`src/rtl/bst_pkg.sv`:
```
// Shared constants, operation codes and cell control types for the breakpoint slot table.
package bst_pkg;

    // Fixed field widths
    localparam int FUNC_W = 2;
    localparam int ADDR_W = 32;
    localparam int NUM_W  = 5;

    // Defaults for the top level parameter and derived widths
    localparam int SLOT_COUNT_DEF = 32;
    localparam int SLOT_W_DEF     = 5;

    // Operation codes
    typedef enum logic [FUNC_W-1:0] {
        FN_INSERT = 2'd0,
        FN_DELETE = 2'd1,
        FN_CHECK  = 2'd2,
        FN_NONE   = 2'd3
    } t_func;

    // Control of one entry cell
    typedef struct packed {
        logic load;   // take the newly inserted slot and address
        logic shift;  // advance one position toward the head cell
        logic wrap;   // this cell closes the ring: take the head cell's entry
    } t_entry_ctl;

    // Control of one free stack cell
    typedef struct packed {
        logic push;   // take the entry of the cell above
        logic pop;    // take the entry of the cell below
    } t_free_ctl;

endpackage

```
`src/rtl/bst_intf.sv`:
```
// Request and response channel interfaces of the breakpoint slot table.
interface bst_req_if;
    logic                       valid;
    logic                       ready;
    logic [bst_pkg::FUNC_W-1:0] func;
    logic [bst_pkg::ADDR_W-1:0] address;
    logic [bst_pkg::NUM_W-1:0]  number;

    modport source (output valid, output func, output address, output number, input ready);
    modport sink   (input valid, input func, input address, input number, output ready);
endinterface

interface bst_rsp_if;
    logic                       valid;
    logic                       ready;
    logic                       ok;
    logic [bst_pkg::NUM_W-1:0]  slot_number;
    logic [bst_pkg::ADDR_W-1:0] hit_address;

    modport source (output valid, output ok, output slot_number, output hit_address,
                    input ready);
    modport sink   (input valid, input ok, input slot_number, input hit_address,
                    output ready);
endinterface

```
`src/rtl/bst_entry_cell.sv`:
```
// One cell of the active list chain: holds a slot number and its breakpoint address.
module bst_entry_cell #(
    parameter int SLOT_W = bst_pkg::SLOT_W_DEF
) (
    input  logic                       i_clk,
    input  bst_pkg::t_entry_ctl        i_ctl,
    input  logic [SLOT_W-1:0]          i_next_slot,
    input  logic [bst_pkg::ADDR_W-1:0] i_next_addr,
    input  logic [SLOT_W-1:0]          i_head_slot,
    input  logic [bst_pkg::ADDR_W-1:0] i_head_addr,
    input  logic [SLOT_W-1:0]          i_new_slot,
    input  logic [bst_pkg::ADDR_W-1:0] i_new_addr,
    output logic [SLOT_W-1:0]          o_slot,
    output logic [bst_pkg::ADDR_W-1:0] o_addr
);
    import bst_pkg::*;

    logic [SLOT_W-1:0] r_slot;
    logic [ADDR_W-1:0] r_addr;

    // Load a new entry, or advance along the ring
    always_ff @(posedge i_clk) begin
        if (i_ctl.load) begin
            r_slot <= i_new_slot;
            r_addr <= i_new_addr;
        end else if (i_ctl.shift) begin
            if (i_ctl.wrap) begin
                r_slot <= i_head_slot;
                r_addr <= i_head_addr;
            end else begin
                r_slot <= i_next_slot;
                r_addr <= i_next_addr;
            end
        end
    end

    assign o_slot = r_slot;
    assign o_addr = r_addr;

endmodule

```
`src/rtl/bst_free_cell.sv`:
```
// One cell of the free slot stack chain; the cell at the top holds the next slot to hand out.
module bst_free_cell #(
    parameter int SLOT_W     = bst_pkg::SLOT_W_DEF,
    parameter int RESET_SLOT = 0
) (
    input  logic               i_clk,
    input  logic               i_rst_n,
    input  bst_pkg::t_free_ctl i_ctl,
    input  logic [SLOT_W-1:0]  i_prev_slot,
    input  logic [SLOT_W-1:0]  i_next_slot,
    output logic [SLOT_W-1:0]  o_slot
);
    import bst_pkg::*;

    logic [SLOT_W-1:0] r_slot;

    // Start in slot order; push moves entries down, pop moves them up
    always_ff @(posedge i_clk) begin
        if (!i_rst_n) begin
            r_slot <= SLOT_W'(RESET_SLOT);
        end else if (i_ctl.push) begin
            r_slot <= i_prev_slot;
        end else if (i_ctl.pop) begin
            r_slot <= i_next_slot;
        end
    end

    assign o_slot = r_slot;

endmodule

```
`src/rtl/breakpoint_slot_table.sv`:
```
// Breakpoint slot table: SLOT_COUNT numbered slots, handed out from a free stack (0, 1, 2, ...
// after reset, freed slots reused last-freed first), kept in an active chain in allocation
// order. Insert goes through S_DONE from acceptance until the next request can be taken. Delete and
// check step through S_WALK once per active slot, then go through S_DONE: the
// active chain rotates one position per cycle past the comparator on its head cell, and a full
// turn restores the order, a deleted entry being dropped out of the ring as it passes. A
// finished response sits in an output register, so a new request is taken while it waits.
module breakpoint_slot_table #(
    parameter int SLOT_COUNT = bst_pkg::SLOT_COUNT_DEF
) (
    input  logic         i_clk,
    input  logic         i_rst_n,
    bst_req_if.sink      i_req,
    bst_rsp_if.source    o_rsp
);
    import bst_pkg::*;

    localparam int SLOT_W = (SLOT_COUNT > 1) ? $clog2(SLOT_COUNT) : 1;
    localparam int CNT_W  = $clog2(SLOT_COUNT + 1);
    localparam int CMP_W  = (SLOT_W > NUM_W) ? SLOT_W : NUM_W;

    typedef enum logic [2:0] {
        S_IDLE = 3'b001,
        S_WALK = 3'b010,
        S_DONE = 3'b100
    } t_state;

    t_state             r_state, n_state;
    logic [CNT_W-1:0]   r_count, n_count;
    logic [CNT_W-1:0]   r_left, n_left;
    logic [FUNC_W-1:0]  r_func, n_func;
    logic [ADDR_W-1:0]  r_pc, n_pc;
    logic [NUM_W-1:0]   r_num, n_num;
    logic               r_hit, n_hit;
    logic [NUM_W-1:0]   r_hslot, n_hslot;
    logic [ADDR_W-1:0]  r_haddr, n_haddr;
    logic               r_out_valid, n_out_valid;
    logic               r_out_ok;
    logic [NUM_W-1:0]   r_out_slot;
    logic [ADDR_W-1:0]  r_out_addr;

    logic [SLOT_W-1:0]  w_eslot [SLOT_COUNT];
    logic [ADDR_W-1:0]  w_eaddr [SLOT_COUNT];
    logic [SLOT_W-1:0]  w_fslot [SLOT_COUNT];

    logic               w_accept;
    logic               w_full;
    logic               w_ins_go;
    logic               w_walk;
    logic               w_drop;
    logic               w_match;
    logic               w_out_load;
    logic [CNT_W-1:0]   w_last_idx;

    // Request side
    assign i_req.ready = (r_state == S_IDLE);
    assign w_accept    = i_req.valid && i_req.ready;
    assign w_full      = (r_count == CNT_W'(SLOT_COUNT));
    assign w_ins_go    = w_accept && (i_req.func == FN_INSERT) && !w_full;
    assign w_walk      = (r_state == S_WALK);
    assign w_last_idx  = r_count - CNT_W'(1);

    // Head cell comparators
    assign w_drop  = w_walk && (r_func == FN_DELETE) && !r_hit &&
                     (CMP_W'(w_eslot[0]) == CMP_W'(r_num));
    assign w_match = w_walk && (r_func == FN_CHECK) && !r_hit && (w_eaddr[0] == r_pc);

    // Active chain
    for (genvar i = 0; i < SLOT_COUNT; i++) begin : g_entry
        t_entry_ctl        w_ctl;
        logic [SLOT_W-1:0] w_next_slot;
        logic [ADDR_W-1:0] w_next_addr;

        assign w_ctl.load  = w_ins_go && (CNT_W'(i) == r_count);
        assign w_ctl.shift = w_walk;
        assign w_ctl.wrap  = (CNT_W'(i) == w_last_idx) && !w_drop;

        if (i == SLOT_COUNT - 1) begin : g_last
            assign w_next_slot = w_eslot[i];
            assign w_next_addr = w_eaddr[i];
        end else begin : g_mid
            assign w_next_slot = w_eslot[i+1];
            assign w_next_addr = w_eaddr[i+1];
        end

        bst_entry_cell #(
            .SLOT_W (SLOT_W)
        ) u_cell (
            .i_clk       (i_clk),
            .i_ctl       (w_ctl),
            .i_next_slot (w_next_slot),
            .i_next_addr (w_next_addr),
            .i_head_slot (w_eslot[0]),
            .i_head_addr (w_eaddr[0]),
            .i_new_slot  (w_fslot[0]),
            .i_new_addr  (i_req.address),
            .o_slot      (w_eslot[i]),
            .o_addr      (w_eaddr[i])
        );
    end

    // Free slot stack
    for (genvar i = 0; i < SLOT_COUNT; i++) begin : g_free
        t_free_ctl         w_ctl;
        logic [SLOT_W-1:0] w_prev_slot;
        logic [SLOT_W-1:0] w_next_slot;

        assign w_ctl.push = w_drop;
        assign w_ctl.pop  = w_ins_go;

        if (i == 0) begin : g_top
            assign w_prev_slot = w_eslot[0];
        end else begin : g_below
            assign w_prev_slot = w_fslot[i-1];
        end

        if (i == SLOT_COUNT - 1) begin : g_bottom
            assign w_next_slot = w_fslot[i];
        end else begin : g_above
            assign w_next_slot = w_fslot[i+1];
        end

        bst_free_cell #(
            .SLOT_W     (SLOT_W),
            .RESET_SLOT (i)
        ) u_cell (
            .i_clk       (i_clk),
            .i_rst_n     (i_rst_n),
            .i_ctl       (w_ctl),
            .i_prev_slot (w_prev_slot),
            .i_next_slot (w_next_slot),
            .o_slot      (w_fslot[i])
        );
    end

    // Sequencer
    assign w_out_load = (r_state == S_DONE) && (!r_out_valid || o_rsp.ready);

    always_comb begin
        n_state = r_state;
        n_count = r_count;
        n_left  = r_left;
        n_func  = r_func;
        n_pc    = r_pc;
        n_num   = r_num;
        n_hit   = r_hit;
        n_hslot = r_hslot;
        n_haddr = r_haddr;
        unique case (r_state)
            S_IDLE: begin
                if (w_accept) begin
                    n_func  = i_req.func;
                    n_pc    = i_req.address;
                    n_num   = i_req.number;
                    n_left  = r_count;
                    n_hit   = 1'b0;
                    n_hslot = '0;
                    n_haddr = '0;
                    priority if (i_req.func == FN_INSERT) begin
                        if (!w_full) begin
                            n_hit   = 1'b1;
                            n_hslot = NUM_W'(w_fslot[0]);
                            n_count = r_count + CNT_W'(1);
                        end
                        n_state = S_DONE;
                    end else if ((i_req.func == FN_DELETE || i_req.func == FN_CHECK) &&
                                 (r_count != '0)) begin
                        n_state = S_WALK;
                    end else begin
                        n_state = S_DONE;
                    end
                end
            end
            S_WALK: begin
                // Drop a deleted entry out of the ring, record the first address hit
                if (w_drop) begin
                    n_hit   = 1'b1;
                    n_count = r_count - CNT_W'(1);
                end
                if (w_match) begin
                    n_hit   = 1'b1;
                    n_hslot = NUM_W'(w_eslot[0]);
                    n_haddr = w_eaddr[0];
                end
                n_left = r_left - CNT_W'(1);
                if (r_left == CNT_W'(1)) begin
                    n_state = S_DONE;
                end
            end
            S_DONE: begin
                if (w_out_load) begin
                    n_state = S_IDLE;
                end
            end
            default: begin
                n_state = S_IDLE;
            end
        endcase
    end

    // Output register: load a finished transaction, drop it once taken
    always_comb begin
        n_out_valid = r_out_valid;
        if (w_out_load) begin
            n_out_valid = 1'b1;
        end else if (o_rsp.ready) begin
            n_out_valid = 1'b0;
        end
    end

    always_ff @(posedge i_clk) begin
        if (!i_rst_n) begin
            r_state     <= S_IDLE;
            r_count     <= '0;
            r_out_valid <= 1'b0;
        end else begin
            r_state     <= n_state;
            r_count     <= n_count;
            r_out_valid <= n_out_valid;
        end
    end

    always_ff @(posedge i_clk) begin
        r_left  <= n_left;
        r_func  <= n_func;
        r_pc    <= n_pc;
        r_num   <= n_num;
        r_hit   <= n_hit;
        r_hslot <= n_hslot;
        r_haddr <= n_haddr;
        if (w_out_load) begin
            r_out_ok   <= r_hit;
            r_out_slot <= r_hslot;
            r_out_addr <= r_haddr;
        end
    end

    assign o_rsp.valid       = r_out_valid;
    assign o_rsp.ok          = r_out_ok;
    assign o_rsp.slot_number = r_out_slot;
    assign o_rsp.hit_address = r_out_addr;

`ifndef SYNTHESIS
    a_count_range: assert property (@(posedge i_clk) disable iff (!i_rst_n)
        r_count <= CNT_W'(SLOT_COUNT))
        else $error("active count beyond slot count");

    a_insert_count: assert property (@(posedge i_clk) disable iff (!i_rst_n)
        w_ins_go |=> (r_count == $past(r_count) + CNT_W'(1)))
        else $error("insert did not grow the active chain");

    a_walk_left: assert property (@(posedge i_clk) disable iff (!i_rst_n)
        w_walk |-> (r_left != '0) && (r_left <= r_count + CNT_W'(r_hit)))
        else $error("walk step counter out of range");

    a_drop_once: assert property (@(posedge i_clk) disable iff (!i_rst_n)
        w_drop |=> !w_drop)
        else $error("two entries dropped in one delete");
`endif

endmodule

```
`src/flat_wrapper.sv`:
```
// flat-port wrapper written by rule: the top's interface ports become plain ports
module breakpoint_slot_table_flat import bst_pkg::*;
#(
    parameter int SLOT_COUNT = bst_pkg::SLOT_COUNT_DEF
)
  (i_clk, i_rst_n, i_req_valid, i_req_func, i_req_address, i_req_number, i_req_ready, o_rsp_valid, o_rsp_ok, o_rsp_slot_number, o_rsp_hit_address, o_rsp_ready);
  bst_req_if i_req_i ();
  bst_rsp_if o_rsp_i ();
  input  logic i_clk;
  input  logic i_rst_n;
  input wire logic [$bits(i_req_i.valid)-1:0] i_req_valid;
  input wire logic [$bits(i_req_i.func)-1:0] i_req_func;
  input wire logic [$bits(i_req_i.address)-1:0] i_req_address;
  input wire logic [$bits(i_req_i.number)-1:0] i_req_number;
  output wire logic [$bits(i_req_i.ready)-1:0] i_req_ready;
  output wire logic [$bits(o_rsp_i.valid)-1:0] o_rsp_valid;
  output wire logic [$bits(o_rsp_i.ok)-1:0] o_rsp_ok;
  output wire logic [$bits(o_rsp_i.slot_number)-1:0] o_rsp_slot_number;
  output wire logic [$bits(o_rsp_i.hit_address)-1:0] o_rsp_hit_address;
  input wire logic [$bits(o_rsp_i.ready)-1:0] o_rsp_ready;
  assign i_req_i.valid = i_req_valid;
  assign i_req_i.func = i_req_func;
  assign i_req_i.address = i_req_address;
  assign i_req_i.number = i_req_number;
  assign i_req_ready = i_req_i.ready;
  assign o_rsp_valid = o_rsp_i.valid;
  assign o_rsp_ok = o_rsp_i.ok;
  assign o_rsp_slot_number = o_rsp_i.slot_number;
  assign o_rsp_hit_address = o_rsp_i.hit_address;
  assign o_rsp_i.ready = o_rsp_ready;
  breakpoint_slot_table #(.SLOT_COUNT(SLOT_COUNT)) u_core (.i_clk(i_clk), .i_rst_n(i_rst_n), .i_req(i_req_i), .o_rsp(o_rsp_i));
endmodule
```
`config.mk`:
```
export PLATFORM = sky130hd
export DESIGN_NAME = breakpoint_slot_table_flat
export DESIGN_NICKNAME = d
export VERILOG_FILES = /design/src/rtl/bst_pkg.sv /design/src/rtl/bst_intf.sv /design/src/rtl/bst_entry_cell.sv /design/src/rtl/bst_free_cell.sv /design/src/rtl/breakpoint_slot_table.sv /design/src/flat_wrapper.sv
export SDC_FILE = /design/constraint.sdc
export NUM_CORES = 2
export LEC_CHECK = 0
export ABC_CLOCK_PERIOD_IN_PS = 9050
export BUFFER_PORTS_ARGS = -buffer_cell sky130_fd_sc_hd__buf_2
export CORE_UTILIZATION = 25
export DETAILED_ROUTE_END_ITERATION = 10
export SYNTH_ARGS = -nofsm -noshare
export SYNTH_HDL_FRONTEND = slang
export SYNTH_SLANG_ARGS = --single-unit
export TNS_END_PERCENT = 5
```
`constraint.sdc`:
```
create_clock -name i_clk -period 9.05 [get_ports i_clk]
set_input_delay 0.905 -clock i_clk [delete_from_list [all_inputs] [get_ports i_clk]]
set_output_delay 0.905 -clock i_clk [all_outputs]
set_load 0.01 [all_outputs]
```
# == Word-level counts from Yosys, hierarchy flattened ==
# Cells that the tools add are included.
# totals
wordCells,606
register_bits,1475
output_inout_bits,40
inputBits,43
# classes
n_mux,283
n_reduce_logical,129
addsub,3
eq_ne,82
# op_table
operator,n
32-bit 2-to-1 mux,98
5-bit 2-to-1 mux,162
5-bit by 6-bit equality test with 1-bit output (first input constant),32
4-bit by 6-bit equality test with 1-bit output (first input constant),16
1-bit logical AND,75
2-bit nonzero test,36
32-bit one-hot mux with 2 select lines,1
3-bit by 6-bit equality test with 1-bit output (first input constant),8
32-bit equality test,1
6-bit 2-to-1 mux,5
2-bit by 6-bit equality test with 1-bit output (first input constant),4
6-bit one-hot mux with 2 select lines,2
3-bit 2-to-1 mux,5
1-bit by 6-bit equality test with 1-bit output (first input constant),2
6-bit zero test,2
2-bit inequality test (second input constant),6
6-bit by 1-bit subtractor with 6-bit output (second input constant),2
5-bit one-hot mux with 2 select lines,1
3-bit one-hot mux with 3 select lines,1
3-bit AND reduction,3
2-bit AND reduction,4
1-bit 2-to-1 mux,7
6-bit by 1-bit adder with 6-bit output (second input constant),1
6-bit by 1-bit equality test with 1-bit output (second input constant),1
other kinds (15),22

# == Depth between registers and ports, before layout ==
# logic_depth
depth_word,9
depth_mapped,12

# == Hierarchy ==
# From an unflattened synthesis, not the netlist that was laid out.
# hier_totals
hier_cells,6320
hier_area_um2,75200.9
# modules_own_cells
module,instances,cells_per_inst,area_per_inst_um2
bst_entry_cell,32,161,1920.6
breakpoint_slot_table,1,460,5760.5
bst_free_cell at u_core.g_free[10].u_cell ...,6,22,259.0
bst_free_cell at u_core.g_free[13].u_cell ...,6,22,250.2
bst_free_cell at u_core.g_free[16].u_cell ...,5,23,239.0
bst_free_cell at u_core.g_free[12].u_cell ...,4,22,257.7
bst_free_cell at u_core.g_free[11].u_cell ...,4,22,251.5
bst_free_cell at u_core.g_free[15].u_cell ...,4,22,242.7
bst_free_cell at u_core.g_free[27].u_cell,1,22,244.0
bst_free_cell at u_core.g_free[0].u_cell,1,21,241.5
bst_free_cell at u_core.g_free[31].u_cell,1,22,237.7

# == Least setup slack after synthesis ==
# No wires, ideal clock.
# synth_timing
path_kind,input-to-reg
start,in i_req_func[0]
end,"reg u_core.g_entry[0].u_cell.r_addr[0], enable pin"
t_arrival_ns,3.150
required_ns,8.654
slack_ns,5.504
path_buffers,2
cell_stages,8
cell_sequence,inv_1 ha_1 inv_1 a2111oi_4 and2_4 buf_6 buf_6 or2_1
# synth_via
elab_chain_len,6
# synth_lines
item,line,text
"start, declared",flat_wrapper.sv:12,input wire logic [$bits(i_req_i.func)-1:0] i_req_func;
2-bit zero test (*),breakpoint_slot_table.sv:59,assign w_ins_go = w_accept && (i_req.func == FN_INSERT) && !w_full;
1-bit logical AND (*) (2 in series),breakpoint_slot_table.sv:59,
1-bit logical AND (*),breakpoint_slot_table.sv:74,assign w_ctl.load = w_ins_go && (CNT_W'(i) == r_count);
2-bit by 1-bit inequality test with 1-bit output (no line) / 2-bit nonzero test (equally long branches),-,
2-bit AND reduction (no line) (*),-,
"end signal, assigned",bst_entry_cell.sv:25,r_addr <= i_new_addr;
"end signal, assigned",bst_entry_cell.sv:29,r_addr <= i_head_addr;
"end signal, assigned",bst_entry_cell.sv:32,r_addr <= i_next_addr;
"end, declared",bst_entry_cell.sv:19,logic [ADDR_W-1:0] r_addr;
# Every way passes the cells marked *; elsewhere a longest branch is shown, timed or not.
# A chain may end at the register's enable or synchronous reset.

# == Worst setup path in the final report ==
# layout_timing
start,reg u_core.r_count[0]
end,reg u_core.g_entry[10].u_cell.r_addr[11] (data pin)
# layout_via
elab_chain_len,6
# layout_lines
item,line,text
"start, declared",breakpoint_slot_table.sv:29,"logic [CNT_W-1:0] r_count, n_count;"
"start signal, assigned",breakpoint_slot_table.sv:218,r_count <= n_count;
6-bit by 1-bit subtractor with 6-bit output,breakpoint_slot_table.sv:61,assign w_last_idx = r_count - CNT_W'(1);
4-bit by 6-bit equality test with 1-bit output,breakpoint_slot_table.sv:76,assign w_ctl.wrap = (CNT_W'(i) == w_last_idx) && !w_drop;
1-bit logical AND,breakpoint_slot_table.sv:76,
32-bit 2-to-1 mux,bst_entry_cell.sv:27,if (i_ctl.wrap) begin
32-bit 2-to-1 mux,bst_entry_cell.sv:26,end else if (i_ctl.shift) begin
32-bit 2-to-1 mux (*),bst_entry_cell.sv:23,if (i_ctl.load) begin
"end signal, assigned",bst_entry_cell.sv:25,
"end signal, assigned",bst_entry_cell.sv:29,
"end signal, assigned",bst_entry_cell.sv:32,
"end, declared",bst_entry_cell.sv:19,
# Every way passes the cells marked *; elsewhere a longest branch is shown, timed or not. The select of a mux whose other input is x is not followed.

==> impl_metrics.yaml <==
run_status:
  status: "finished, final reports clean"
clocking:
  cts_max_level: 4
  post-cts-setup-buffers: 0
  cts_sinks: 1475
  cts_resized: 0
  clk_latency_ns: 0.84
  cts.path.max_buffers: 3
  cts_tree: "done"
  clkTransAtPathRegs_ns: 0.06
  hold_buffers: 0
  cts-root-buf: "clkbuf_16"
  numCtsBuffers: 161
logic_synthesis:
  ys_seq_area_frac: 0.510
  synth-edff-count: 1305
  synth_nets: 8615
  avgSynthCellArea_um2: 9.76
  syn_area_mm2: 0.0836
  synth.area.top_cells: "edfxtp_1 47%, o41ai_1 12%, a31oi_1 8.3%"
  ys.flop_type: "edfxtp_1"
  synthCells: 8563
  yosys.area.top_type_share: 0.469
  yosysUniqueCellTypes: 67
  synth_area_leader_cell: "edfxtp_1"
  synthArstFlopShare: 0
  ys_ff_latch: 1475
  synth_warnings: 0
final_layout:
  drive_gt1_frac: 0.104
  syn_to_final_growth_pct: 8.74
  mostFrequentLayoutCells: "1314 x nor2_1, 1305 x edfxtp_1, 1112 x a31oi_1, 1110 x o41ai_1, 660 x nand3_1"
  fin_cells: 12179
  fillerInstances: 34400
  final_common_cell: "nor2_1"
  nNetsFinal: 7727
timing:
  hold_viol: 0
  setup_viol: 0
  max_freq_mhz: 210
  rsz0062_at_grt: "no"
  tightest_slew_ns: 1.30
  finClkSkew_ns: 0.0443
  period_needed_ns: 4.77
  finalCritPeriodShare: 0.527
  report.final.slew_viol_count: 0
  maxSlewHeadroom: 0.123
  setup_tns_ns: 0
grt:
  grtUsageTotal: 0.182
  overflow: 0
  grt_pass1_wl_um: 480000
  grt_max_degree: 226
  grt_pass1_vias: 70634
  antenna_found_initial: 11
critical_path:
  start_kind: "flop"
  path_cells: "inv_1 -> ha_1 -> a211o_4 -> buf_4 -> a21o_4 -> buf_4 -> o41ai_1 -> a31oi_1"
  crit_type: "flop to flop"
  crit_fanout: 76
  startpoint: "u_core.r_count[0]"
  worstPathArrival_ns: 5.39
  crit_buf_inv: 3
  cp-end-kind: "flop"
  slowest_delay_ns: 0.85
  r2r_start: "u_core.r_count[0]"
  cp_data_required_time_ns: 9.68
  worst_path_dominant_cell_family: "buffers and inverters"
  cpMostUsedCell: "buf_4"
  cpMaxStageDelayCell: "buf_4"
floorplanning:
  initial_utilization: 0.252
  die_area_mm2: 0.337
  core_area_mm2: 0.331
  die-height_um: 580
  rows: 211
  pin_count: 83
  die_w_um: 580
route:
  drc_errors: 0
  drt_iter0_drc: 11506
  route.met2.wl_um: 141000
  drt-met1-wl_um: 127000
  wirelength_um: 322000
  drtPass1Iterations: 9
  met3_length_um: 34500
  top_layer_used: "met5"
  vias: 75373
  drtAntennaViolNets: 0
  wl_per_cell_um: 26.5
  routed_via_density: 6.19
placement:
  place_hpwl_um: 168000
  gp_congestion: 0.821
  port-buffer-count: 82
  dp_cells: 11878
flow_run:
  max-cap-violations: 0
power:
  p_per_area_mw_per_mm2: 168
  leakagePower_nw: 26.3
  ir_worst_vdd_mv: 0.156
hold_path:
  min-delay-start: "i_req_number[3]"
  worstHoldPathType: "primary input to flop"
## worst paths after layout
kind / cells past startpoint / slack (ns) / to
hold reg to reg: 0 / 0.42 / u_core.o_rsp.hit_address[15]
setup / recovery: 8 / 4.28 / u_core.g_entry[10].u_cell.o_addr[11]
setup reg to reg: 8 / 4.28 / u_core.g_entry[10].u_cell.o_addr[11]
hold / removal: 1 / 0.24 / u_core.r_num[3]
## cell type report
| class | count | area (um^2) | share of cell area |
|---|---|---|---|
| sequential | 1475 | 42600 | 0.469 |
| inverter | 53 | 233 | 0.00256 |
| multi-input combinational | 5686 | 35400 | 0.389 |
| antenna | 5 | 12.5 | 0.000138 |
| clock inverter | 84 | 627 | 0.00690 |
| clock buffer | 212 | 4300 | 0.0473 |
| timing repair buffer | 298 | 2230 | 0.0246 |
| tap | 4366 | 5460 | 0.0601 |
## routing by layer
metal,vias up,global-route usage
met5,-,0
met4,10,0.106
met3,865,0.0337
met2,5158,0.275
met1,36934,0.242
li1,32406,-
## state kept, by name (all words and copies together) (netlist names), 2 cells and up
signal	cells
u_core.g_entry.u_cell.o_addr	1024
u_core.g_entry.u_cell.o_slot	160
u_core.g_free.u_cell.o_slot	160
u_core.o_rsp.hit_address	32
u_core.r_haddr	32
u_core.r_pc	32
u_core.r_count	6
u_core.r_left	6
u_core.o_rsp.slot_number	5
u_core.r_hslot	5
u_core.r_num	5
u_core.r_state	3
u_core.r_func	2
## cells by family after synthesis
logic type	Yosys count	share of synthesized area
muxes	42	0.00648
AOI/OAI and AO/OA	2670	0.246
and+or+nand+nor	2923	0.161
buffers and inverters	1402	0.0713
DFF	1475	0.510
xor gates and xnor gates	42	0.00440
adders and majority gates	9	0.00135
## Yosys cell counts (all sizes together) (2+ instances only)
cell / instances
mux2: 40
a21oi: 66
inv: 52
nand2b: 7
a311oi: 78
o22a: 3
ha: 9
nor2b: 6
o21ai: 122
a21o: 3
nor2: 1314
nor3: 83
o22ai: 9
a22oi: 4
xnor2: 35
a2111oi: 4
dfxtp: 170
nand2: 290
or3: 4
nor4b: 2
and2: 8
nor4: 4
nand3: 663
o41ai: 1110
edfxtp: 1305
nor3b: 4
buf: 524
and3: 76
or2: 4
xor2: 7
a31oi: 1113
mux2i: 2
o21a: 2
nand4: 454
clkbuf: 825
a211oi: 149
## per-stage QoR
| stage | area, um^2 | util | power, W | hold slack, ns | setup slack [ns] |
|---|---|---|---|---|---|
| finish | 90900 | 0.274 | 0.0153 | 0.244 | 4.28 |
| global route | 90900 | 0.274 | 0.0156 | 0.232 | 4.09 |
| CTS | 90800 | 0.274 | 0.0152 | 0.200 | 4.36 |
| detailed placement | 85900 | 0.259 | 0.00891 | 0.405 | 4.21 |
| global placement | 85900 | 0.259 | 0.00891 | 0.402 | 4.26 |
| floorplan | 83600 | - | 0.00844 | 0.400 | 5.50 |
## report_power, final
part	total (W)	internal, W	switching, W
Clock	0.00645	0.00346	0.00299
Combinational	0.00129	0.000196	0.00109
Sequential	0.00753	0.00745	0.0000789
Total	0.0153	0.0111	0.00416
No activity file was read; power rests on OpenSTA's default activity.
